--- config.mk ---
export PLATFORM = sky130hd
export DESIGN_NAME = dns_name_label_encoder
export DESIGN_NICKNAME = d
export VERILOG_FILES = /design/src/dnle_pkg.sv /design/src/dnle_ram.sv /design/src/dnle_seq.sv /design/src/dnle_pack.sv /design/src/dns_name_label_encoder.sv
export SDC_FILE = /design/constraint.sdc
export NUM_CORES = 1
export LEC_CHECK = 0
export ABC_AREA = 1
export ABC_CLOCK_PERIOD_IN_PS = 2800
export BUFFER_PORTS_ARGS = -buffer_cell sky130_fd_sc_hd__buf_2
export CAP_MARGIN = 20
export CORE_UTILIZATION = 50
export CTS_CLUSTER_DIAMETER = 80
export DETAILED_ROUTE_END_ITERATION = 16
export GPL_TIMING_DRIVEN = 0
export PLACE_DENSITY = 0.78
export SETUP_SLACK_MARGIN = 0.02
export SLEW_MARGIN = 30
export SYNTH_ARGS = -nofsm -noshare
export SYNTH_HDL_FRONTEND = slang
export SYNTH_HIERARCHICAL = 1
export SYNTH_SLANG_ARGS = --single-unit
export TNS_END_PERCENT = 20
--- constraint.sdc ---
create_clock -name clk -period 2.8 [get_ports clk]
set_input_delay 0.28 -clock clk [delete_from_list [all_inputs] [get_ports clk]]
set_output_delay 0.28 -clock clk [all_outputs]
set_load 0.02 [all_outputs]
--- src/dnle_pkg.sv ---
`timescale 1ns / 1ps

package dnle_pkg;

  localparam int DEFAULT_MAX_LABEL_BYTES = 63;

  localparam logic [7:0] DOT_CHAR    = 8'h2e;
  localparam logic [7:0] UPPER_A     = 8'h41;
  localparam logic [7:0] UPPER_Z     = 8'h5a;
  localparam logic [7:0] CASE_OFFSET = 8'h20;

  localparam logic [1:0] CNT_ONE = 2'd1;
  localparam logic [1:0] CNT_TWO = 2'd2;

  typedef struct packed {
    logic       valid;
    logic       from_ram;
    logic       last;
    logic       term;
    logic [7:0] value;
  } fetch_t;

  typedef struct packed {
    logic issue_ok;
    logic half_busy;
  } pk_status_t;

endpackage

--- src/dnle_ram.sv ---
`timescale 1ns / 1ps

module dnle_ram #(
  parameter int WIDTH = 8,
  parameter int DEPTH = 63,
  localparam int AW = (DEPTH > 1) ? $clog2(DEPTH) : 1
) (
  input  logic             clk,
  input  logic             wr_en,
  input  logic [AW-1:0]    wr_addr,
  input  logic [WIDTH-1:0] wr_data,
  input  logic             rd_en,
  input  logic [AW-1:0]    rd_addr,
  output logic [WIDTH-1:0] rd_data
);

  logic [WIDTH-1:0] mem [DEPTH];

  always_ff @(posedge clk) begin
    if (wr_en) begin
      mem[wr_addr] <= wr_data;
    end
    if (rd_en) begin
      rd_data <= mem[rd_addr];
    end
  end

endmodule

--- src/dnle_seq.sv ---
`timescale 1ns / 1ps

module dnle_seq import dnle_pkg::*; #(
  parameter int MAX_LABEL_BYTES = DEFAULT_MAX_LABEL_BYTES,
  localparam int ADDR_W = (MAX_LABEL_BYTES > 1) ? $clog2(MAX_LABEL_BYTES) : 1,
  localparam int LEN_W  = $clog2(MAX_LABEL_BYTES + 1),
  localparam int POS_W  = LEN_W + 1
) (
  input  logic              clk,
  input  logic              rst,
  input  logic              s_tvalid,
  output logic              s_tready,
  input  logic [7:0]        s_tdata,
  input  logic              s_tlast,
  input  pk_status_t        status,
  output fetch_t            fetch,
  output logic              ram_wr_en,
  output logic [ADDR_W-1:0] ram_wr_addr,
  output logic [7:0]        ram_wr_data,
  output logic              ram_rd_en,
  output logic [ADDR_W-1:0] ram_rd_addr
);

  typedef enum logic [1:0] {
    ST_IDLE = 2'b01,
    ST_RUN  = 2'b10
  } state_t;

  state_t           state;
  logic [LEN_W-1:0] len;
  logic [LEN_W-1:0] n;
  logic [POS_W-1:0] pos;
  logic [POS_W-1:0] total;

  logic             accept;
  logic             is_dot;
  logic             room;
  logic [LEN_W-1:0] len_next;
  logic [POS_W-1:0] total_next;
  logic [POS_W-1:0] pos_m1;
  logic             issue;
  logic             is_len_byte;
  logic             is_store_byte;

  assign s_tready = (state == ST_IDLE) && !fetch.valid && !status.half_busy;
  assign accept   = s_tvalid && s_tready;
  assign is_dot   = (s_tdata == DOT_CHAR);
  assign room     = (len < LEN_W'(MAX_LABEL_BYTES));

  always_comb begin
    ram_wr_data = s_tdata;
    if (s_tdata >= UPPER_A && s_tdata <= UPPER_Z) begin
      ram_wr_data = s_tdata + CASE_OFFSET;
    end
  end

  assign ram_wr_en   = accept && !is_dot && room;
  assign ram_wr_addr = len[ADDR_W-1:0];
  assign len_next    = ram_wr_en ? len + LEN_W'(1) : len;
  assign total_next  = ((len_next != '0) ? POS_W'(len_next) + POS_W'(1) : '0)
                       + POS_W'(s_tlast);

  assign issue         = (state == ST_RUN) && status.issue_ok;
  assign is_len_byte   = (n != '0) && (pos == '0);
  assign is_store_byte = (n != '0) && (pos != '0) && (pos <= POS_W'(n));
  assign pos_m1        = pos - POS_W'(1);
  assign ram_rd_en     = issue && is_store_byte;
  assign ram_rd_addr   = pos_m1[ADDR_W-1:0];

  always_ff @(posedge clk) begin
    if (rst) begin
      state       <= ST_IDLE;
      len         <= '0;
      fetch.valid <= 1'b0;
    end else begin
      fetch.valid <= issue;
      unique case (state)
        ST_IDLE: begin
          if (accept) begin
            if (is_dot || s_tlast) begin
              len   <= '0;
              n     <= len_next;
              pos   <= '0;
              total <= total_next;
              if (total_next != '0) begin
                state <= ST_RUN;
              end
            end else begin
              len <= len_next;
            end
          end
        end
        ST_RUN: begin
          if (issue) begin
            fetch.from_ram <= is_store_byte;
            fetch.value    <= is_len_byte ? 8'(n) : 8'h00;
            fetch.term     <= !is_len_byte && !is_store_byte;
            fetch.last     <= (pos == total - POS_W'(1));
            if (pos == total - POS_W'(1)) begin
              state <= ST_IDLE;
            end else begin
              pos <= pos + POS_W'(1);
            end
          end
        end
        default: state <= ST_IDLE;
      endcase
    end
  end

`ifndef SYNTHESIS
  a_len_bound: assert property (@(posedge clk) disable iff (rst)
    len <= LEN_W'(MAX_LABEL_BYTES))
    else $error("label length beyond limit");

  a_rd_in_label: assert property (@(posedge clk) disable iff (rst)
    ram_rd_en |-> (pos != '0) && (pos <= POS_W'(n)))
    else $error("read outside the open label");

  a_plain_no_run: assert property (@(posedge clk) disable iff (rst)
    accept && !is_dot && !s_tlast |=> state == ST_IDLE)
    else $error("plain character started output");
`endif

endmodule

--- src/dnle_pack.sv ---
`timescale 1ns / 1ps

module dnle_pack import dnle_pkg::*; (
  input  logic        clk,
  input  logic        rst,
  input  fetch_t      fetch,
  input  logic [7:0]  rd_data,
  output pk_status_t  status,
  output logic        m_tvalid,
  input  logic        m_tready,
  output logic [23:0] m_tdata,
  output logic        m_tuser,
  output logic        m_tlast
);

  logic       half_valid;
  logic [7:0] half_byte;
  logic       half_term;

  logic       out_valid;
  logic [7:0] out_first;
  logic [7:0] out_second;
  logic [1:0] out_count;
  logic       out_done;
  logic       out_last;

  logic [7:0] byte_in;
  logic       push;

  assign byte_in = fetch.from_ram ? rd_data : fetch.value;
  assign push    = fetch.valid && (half_valid || fetch.last);

  assign status.issue_ok  = !out_valid && !push;
  assign status.half_busy = half_valid;

  always_ff @(posedge clk) begin
    if (rst) begin
      half_valid <= 1'b0;
      out_valid  <= 1'b0;
    end else begin
      if (out_valid && m_tready) begin
        out_valid <= 1'b0;
      end
      if (fetch.valid) begin
        if (!half_valid) begin
          if (fetch.last) begin
            out_valid  <= 1'b1;
            out_first  <= byte_in;
            out_second <= 8'h00;
            out_count  <= CNT_ONE;
            out_done   <= fetch.term;
            out_last   <= 1'b1;
          end else begin
            half_valid <= 1'b1;
            half_byte  <= byte_in;
            half_term  <= fetch.term;
          end
        end else begin
          half_valid <= 1'b0;
          out_valid  <= 1'b1;
          out_first  <= half_byte;
          out_second <= byte_in;
          out_count  <= CNT_TWO;
          out_done   <= half_term || fetch.term;
          out_last   <= fetch.last;
        end
      end
    end
  end

  assign m_tvalid = out_valid;
  assign m_tdata  = {6'b0, out_count, out_second, out_first};
  assign m_tuser  = out_done;
  assign m_tlast  = out_last;

`ifndef SYNTHESIS
  a_push_free: assert property (@(posedge clk) disable iff (rst)
    push |-> !out_valid)
    else $error("result pushed into a full output register");

  a_single_last: assert property (@(posedge clk) disable iff (rst)
    out_valid && (out_count == CNT_ONE) |-> out_last)
    else $error("single byte result not last");

  a_done_last: assert property (@(posedge clk) disable iff (rst)
    out_valid && out_done |-> out_last)
    else $error("terminator not in last result");
`endif

endmodule

--- src/dns_name_label_encoder.sv ---
`timescale 1ns / 1ps
// path: a closing item starts the label read-back; each fetch is registered, then packed
// throughput: one item per cycle for plain characters; after a closing item the input
// is held off until its label is read back and packed
// a two byte result is held in the output register while m_tready is low
// reset: rst is synchronous, active high; clears label length and all valid flags,
// label bytes in ram are not cleared and are only read after being written

module dns_name_label_encoder import dnle_pkg::*; #(
  parameter int MAX_LABEL_BYTES = DEFAULT_MAX_LABEL_BYTES,
  localparam int ADDR_W = (MAX_LABEL_BYTES > 1) ? $clog2(MAX_LABEL_BYTES) : 1
) (
  input  logic        clk,
  input  logic        rst,
  input  logic        s_tvalid,
  output logic        s_tready,
  input  logic [7:0]  s_tdata,   // char_value
  input  logic        s_tlast,   // name_end
  output logic        m_tvalid,
  input  logic        m_tready,
  output logic [23:0] m_tdata,   // first_byte, second_byte, byte_count, zero pad
  output logic        m_tuser,   // name_done
  output logic        m_tlast    // run_last
);

  fetch_t            fetch;
  pk_status_t        status;
  logic              ram_wr_en;
  logic [ADDR_W-1:0] ram_wr_addr;
  logic [7:0]        ram_wr_data;
  logic              ram_rd_en;
  logic [ADDR_W-1:0] ram_rd_addr;
  logic [7:0]        ram_rd_data;

  dnle_seq #(
    .MAX_LABEL_BYTES(MAX_LABEL_BYTES)
  ) u_seq (
    .clk        (clk),
    .rst        (rst),
    .s_tvalid   (s_tvalid),
    .s_tready   (s_tready),
    .s_tdata    (s_tdata),
    .s_tlast    (s_tlast),
    .status     (status),
    .fetch      (fetch),
    .ram_wr_en  (ram_wr_en),
    .ram_wr_addr(ram_wr_addr),
    .ram_wr_data(ram_wr_data),
    .ram_rd_en  (ram_rd_en),
    .ram_rd_addr(ram_rd_addr)
  );

  dnle_ram #(
    .WIDTH(8),
    .DEPTH(MAX_LABEL_BYTES)
  ) u_label_ram (
    .clk    (clk),
    .wr_en  (ram_wr_en),
    .wr_addr(ram_wr_addr),
    .wr_data(ram_wr_data),
    .rd_en  (ram_rd_en),
    .rd_addr(ram_rd_addr),
    .rd_data(ram_rd_data)
  );

  dnle_pack u_pack (
    .clk     (clk),
    .rst     (rst),
    .fetch   (fetch),
    .rd_data (ram_rd_data),
    .status  (status),
    .m_tvalid(m_tvalid),
    .m_tready(m_tready),
    .m_tdata (m_tdata),
    .m_tuser (m_tuser),
    .m_tlast (m_tlast)
  );

endmodule

**Yosys cells after proc, flatten, opt, wreduce, memory -nomap -nowiden**

Memories as Yosys holds them, arrays and structs flattened. A register that Yosys moved wholly into a read port is not among the register bits.
Cells that the tools add are included.

- Bits in registers: 71
- Memories kept: 1
- Output and inout port bits: 28
- RAM bits: 504
- Logic and storage cells: 117
- Bits of input ports: 13

- Reductions and logical operators: 39
- Magnitude comparators: 4
- Bitwise gates (word level): 3
- Equality and inequality tests: 10
- Mux-type cells: 33
- Add/sub/neg operators: 7

Memory list:

| name | words | bits a word | read ports | clocked after Yosys merged registers in | wr ports | line | text |
|---|---|---|---|---|---|---|---|
| u_label_ram.mem | 63 | 8 | 1 | 1 | 1 | dnle_ram.sv:17 | `logic [WIDTH-1:0] mem [DEPTH];` |

Operators with widths:

| cell | number |
|---|---|
| $mux 8 | 6 |
| $mux 7 | 5 |
| $logic_and 1x1->1 | 15 |
| $pmux 7 s2 | 1 |
| $reduce_bool 7->1 | 2 |
| $mux 1 | 12 |
| $mux 2 | 6 |
| $mux 6 | 2 |
| $reduce_bool 6->1 | 2 |
| $add 8x6->8 const B | 1 |
| $eq 8x6->1 const B | 1 |
| $ge 8x7->1 const B | 1 |
| $le 8x7->1 const B | 1 |
| $ne 2x2->1 const B | 4 |
| $reduce_and 4->1 | 2 |
| $add 6x1->7 const B | 1 |
| $add 7x1->7 | 1 |
| $add 7x1->7 const B | 1 |
| $eq 7x7->1 | 1 |
| $le 7x6->1 | 1 |
| $logic_not 1->1 | 7 |
| $logic_not 7->1 | 1 |
| $sub 7x1->7 const B | 1 |
| $add 6x1->6 const B | 1 |
| other kinds (13) | 20 |

**Longest topological paths before layout**

- Depth after elaboration: 15
- Depth in mapped cells: 25
- Gate-level depth less buffers: 25

**Modules after synthesis**

The synthesis kept the hierarchy.

By module, submodules not included:

| module | instances | area an instance (sq um) | seq. area each (sq um) | cells an instance |
|---|---|---|---|---|
| dnle_ram | 1 | 20903.8 | 15374.7 | 1780 |
| dnle_seq | 1 | 2839.0 | 1051.0 | 385 |
| dnle_pack | 1 | 1377.6 | 910.9 | 138 |

**Least setup slack after synthesis**

Ideal clock, no wire load.

- Path type: reg2reg
- Start point: register u_pack.half_valid
- End point: register u_seq.state[1]
- Clock period less this slack: 2.949 ns
- Library setup time: 0.117 ns
- Stages on the path, launching flop included: 24
- Required time: 2.683 ns
- Path slack: -0.149 ns
- Arrival: 2.832 ns
- Buffers on the path: 1
- Cells stage by stage: dfxtp_1 > buf_4 > nor2_1 > nand3_4 > clkinv_4 > nand3_4 > xor2_2 > inv_1 > ha_1 > nand3_1 > nor2_1 > nand2_2 > inv_1 > nor2_1 > ha_1 > ha_1 > nor2_1 > nand2_1 > nor2_1 > nand2_1 > nor2_1 > nand3_1 > nand2_1 > a21oi_1

- Cells in the longest elaborated chain, start to end: 12
- Elaborated cells between the ends (all ways): 20
- Classes of those cells: 2 x add/sub; 3 x eq/ne; 2 x mux; 13 x reduce/logical

Ends and longest elaborated chain:

| what | line | text |
|---|---|---|
| start: declaration | dnle_pack.sv:16 | `logic half_valid;` |
| start signal: assignment | dnle_pack.sv:38 | `half_valid <= 1'b0;` |
| start signal: assignment | dnle_pack.sv:54 | `half_valid <= 1'b1;` |
| start signal: assignment | dnle_pack.sv:59 | `half_valid <= 1'b0;` |
| $logic_not 1->1 * | -- |  |
| $logic_and 1x1->1 * | dnle_seq.sv:45 | `assign s_tready = (state == ST_IDLE) && !fetch.valid && !status.half_busy;` |
| $logic_and 1x1->1 * | dnle_seq.sv:46 | `assign accept = s_tvalid && s_tready;` |
| $logic_and 1x1->1 * (2 in a row) | dnle_seq.sv:57 | `assign ram_wr_en = accept && !is_dot && room;` |
| $mux 6 * | dnle_seq.sv:59 | `assign len_next = ram_wr_en ? len + LEN_W'(1) : len;` |
| via u_seq.len_next[0] | dnle_seq.sv:38 | `logic [LEN_W-1:0] len_next;` |
| $add 6x1->7 / $reduce_bool 6->1 (equally long branches) | dnle_seq.sv:60 | `assign total_next = ((len_next != '0) ? POS_W'(len_next) + POS_W'(1) : '0)` |
| $mux 7 * | dnle_seq.sv:60 |  |
| $add 7x1->7 * | dnle_seq.sv:61 | `+ POS_W'(s_tlast);` |
| via u_seq.total_next[1] | dnle_seq.sv:39 | `logic [POS_W-1:0] total_next;` |
| $reduce_bool 7->1 * | dnle_seq.sv:85 | `if (total_next != '0) begin` |
| $ne 2x2->1 (no source line) * | -- |  |
| $reduce_and 5->1 (no source line) * | -- |  |
| end signal: assignment | dnle_seq.sv:72 | `state <= ST_IDLE;` |
| end signal: assignment | dnle_seq.sv:86 | `state <= ST_RUN;` |
| end signal: assignment | dnle_seq.sv:100 | `state <= ST_IDLE;` |
| end: declaration | dnle_seq.sv:29 | `state_t state;` |

Mark *: on every way through the listed nets, which the timed path passes. The rest lies on a longest branch.
A chain may end at the register's enable or synchronous reset.

**Worst setup path in the final report**

- Start point: register u_seq.state[0]
- End point: memory u_label_ram.mem[31][6], enable pin

- Cells in the longest elaborated chain, start to end: 8

Ends and longest elaborated chain:

| what | line | text |
|---|---|---|
| $eq 2x1->1 | dnle_seq.sv:45 |  |
| $logic_and 1x1->1 (2 in a row) | dnle_seq.sv:45 |  |
| $logic_and 1x1->1 | dnle_seq.sv:46 |  |
| $logic_and 1x1->1 (2 in a row) | dnle_seq.sv:57 |  |
| via ram_wr_en | dns_name_label_encoder.sv:28 | `logic ram_wr_en;` |
| $mux 1 | dnle_ram.sv:20 | `if (wr_en) begin` |
| $mux 1 (implied by the code) | dnle_ram.sv:21 | `mem[wr_addr] <= wr_data;` |
| end: declaration | dnle_ram.sv:17 |  |

The timed path passes the listed nets, and every way through them passes these cells.

==> run metrics <==
clk_lat worst skew 0.63 ns; clk sinks 581; drt drc 0; worst slew pin tran 0.8510 ns; Crit. End Element flip-flop; Final Core Density 58.62%; Nets 2484; sw frac 33.39%; largest net degree at the start of global routing 64; MaxCap Viol Count 0; Routed Antenna Nets 0; LEAKAGE 10.86 nW; sequential area share after synthesis 69.01%; vias per inst 5.842; Final WS setup -0.2385 ns; # rows 81; Cell variety after synth 39; Switch Pwr 7.883 mW; Die Y-Extent 226.1 um; gr usage total 27.25%; WL per Instance 22.00 um; Max clock buf depth 3; setup TNS -7.697 ns; antenna cells 0; DR pass1 iterations 8; Placed Cells 3020; pre-CTS setup slack -0.6652 ns; Die X 226.1 um; vias in the first global route 17400; Cell Int Power 15.73 mW; GRT Residual Overflow 0; final hold viol count 0; Clock Pin Slew Worst Setup and Hold Paths 0.07 ns; initial antenna violation count 0; cell at the slowest stage of the critical path nor2_2; proportion of power drawn by the clock network 30.8%; Max Fclk 329.1 MHz; violated checks negative setup slack; final period utilization 108.5%; synthesis-stage register bit count 581; Syn Area/Cell 10.91 sq um; synthesized cell area 0.02512 sq mm; 1st-iter DRT viols 2338; Fill cells 3802; HPWL after DPL 46020 um; Final Max Slew Viols 0; final setup skew 0.03227 ns; mux cell area share after synthesis 0%; Starting Density 51.00%; crit start category flip-flop; first-pass GRT wire length 102400 um; RSZ-0062 raised after global routing yes; Synth Warn # 6; Post-Synth XOR/XNOR Area 0.5877%; share of cells above drive strength 1 15.92%; CP Class flip-flop to flip-flop; Synth Instances 2303; Slew HR 43.11%; Non-Filler Instances 3164; Critical Path AT 3.30 ns; CTS tree built; Pwr Density 817.8 mW/mm^2; WHS 0.06782 ns; port bufs 34; Flop pwr share 41.5%; Ports 41; Logic pwr share 27.8%; Synth-to-Final Area Change 14.93%; Root Driver clkbuf_16; DRT Wirelength 69590 um; Worst path most repeated cell nand3_4; peak supply drop 0.0004848 V; worst-path cell chain inv_2 > nor2_4 > nand3_4 > clkinv_4 > nand3_4 > inv_1 > clkbuf_4 > nand4_1 > nor2_2; FF/Latch Area 0.01735 sq mm; Synth Area in Simple Gates 24.45%; final critical-path required period 3.038 ns; WP data required 3.06 ns; area of the multi-input gates 0.007084 sq mm; adder-cell share of the synthesized area 0.7969%; die footprint 0.05114 sq mm; crit path max fanout 9; status complete, but fails checks; Core Area 0.04925 sq mm; main combinational cell family by area after synthesis simple AND/OR/NAND/NOR gates; Num CTS Buffers 54; worst hold-check path type primary input to flip-flop; Compound-Gate Fraction of Synth Area 0.5429%; Final GP Congestion 1.049; CTS H-tree lvls 2; CP max stage delay 0.78 ns; vias after detailed routing 18480; Setup Viol. Count Final 56
## through the flow
stage | instance area, sq um | total power [mW]
final | 28870 | 23.61
after global routing | 28870 | 24.36
after CTS | 28530 | 23.17
after detailed placement | 26430 | 15.91
after global placement | 26200 | 15.75
after floorplan | 25200 | 13.75
## critical path: cells and delay by family (launching register included)
family	cells	cell delay, ns
buffers and inverters	4	0.51
flip-flops	1	0.35
AND/OR/NAND/NOR	5	1.82
## flip-flops by register name, summed over array words and instances, names as in the netlist, 6 cells and up
name,count
u_label_ram/mem,504
u_pack/half_byte,8
u_seq/ram_wr_addr,6
u_label_ram/rd_data,8
u_seq/pos,7
u_pack/out_first,8
u_seq/total,7
u_pack/out_second,8
u_seq/n,6
u_seq/fetch,10
## cell usage after synthesis (all sizes together)
master	n	area share [%]
xnor2	1	0.035
buf	107	2.6
nor2	138	2.2
nor4	11	0.27
nand2	775	12
a211oi	1	0.030
clkbuf	23	0.34
nand3b	4	0.12
a21oi	12	0.24
a21o	1	0.030
or2	6	0.15
edfxtp	570	68
inv	104	1.6
nand4	17	0.42
xor2	15	0.55
nor3	11	0.22
conb	2	0.030
clkinv	2	0.050
dfxtp	11	0.88
o21ai	8	0.16
o22ai	2	0.050
nand3	464	9.3
a2111oi	1	0.035
or3	1	0.025
ha	16	0.80
## kinds of logic after synthesis
| group | Yosys count |
|---|---|
| adder cells (fa/ha/maj) | 16 |
| AND/OR/NAND/NOR | 1427 |
| buffers and inverters | 236 |
| AO/OA/AOI/OAI | 25 |
| flip-flops | 581 |
| other | 2 |
| XOR/XNOR | 16 |
## path summary, 6_finish.rpt
check | startpoint | end | slack (ns) | cells past startpoint
worst max-delay path | u_seq/state[0] | u_label_ram/mem[31][6] | -0.24 | 9
worst min-delay path | s_tlast | u_seq/ram_wr_addr[0] | 0.07 | 4
worst max register to register | u_seq/state[0] | u_label_ram/mem[31][6] | -0.24 | 9
worst min register to register | u_seq/fetch[8] | u_pack/half_term | 0.45 | 0
## power groups by stage
stage	Combinational (mW)	Clock (mW)	Sequential (mW)
after floorplan	3.78	0	9.96
after global placement	5.76	0	9.98
final	6.55	7.26	9.79
after detailed placement	5.93	0	9.98
after CTS	6.07	7.31	9.80
after global routing	6.94	7.62	9.80
## layer usage
layer / vias to the layer above / global-route usage (%) / wire, um
li1: 8218 / - / -
met1: 8792 / 35.78 / 25880
met2: 1256 / 43.48 / 32530
met3: 217 / 6.935 / 8394
met4: 0 / 10.75 / 2781
met5: - / 0 / 0
## what timing repair did
item,4_1_cts,5_1_grt
pin swaps,8,17
gates resized for setup,77,44
hold buffers,2,0
setup endpoints to repair,520,232
buffers inserted,18,24
endpoints found under the hold margin,3,0
## cell type report
class | count | area share (%)
well taps | 664 | 2.878
inverters | 106 | 1.421
clock buffers | 66 | 4.945
clock inverters | 35 | 1.114
plain buffers | 129 | 2.761
repair buffers | 91 | 2.245
flip-flops and latches | 581 | 60.10
multi-input cells | 1492 | 24.54
## placed cells by master, fill, tap and decap left out, types with 13 or more instances in the layout
cell type / n
nand2_1: 761
clkbuf_16: 55
nor2_4: 20
clkbuf_1: 26
nor2_1: 76
buf_4: 85
edfxtp_1: 570
inv_1: 95
xor2_1: 13
clkinv_1: 14
nand3_1: 458
nand4_1: 17
nor2_2: 42
buf_2: 83
Note: power is estimated with default switching activity, not from simulation.
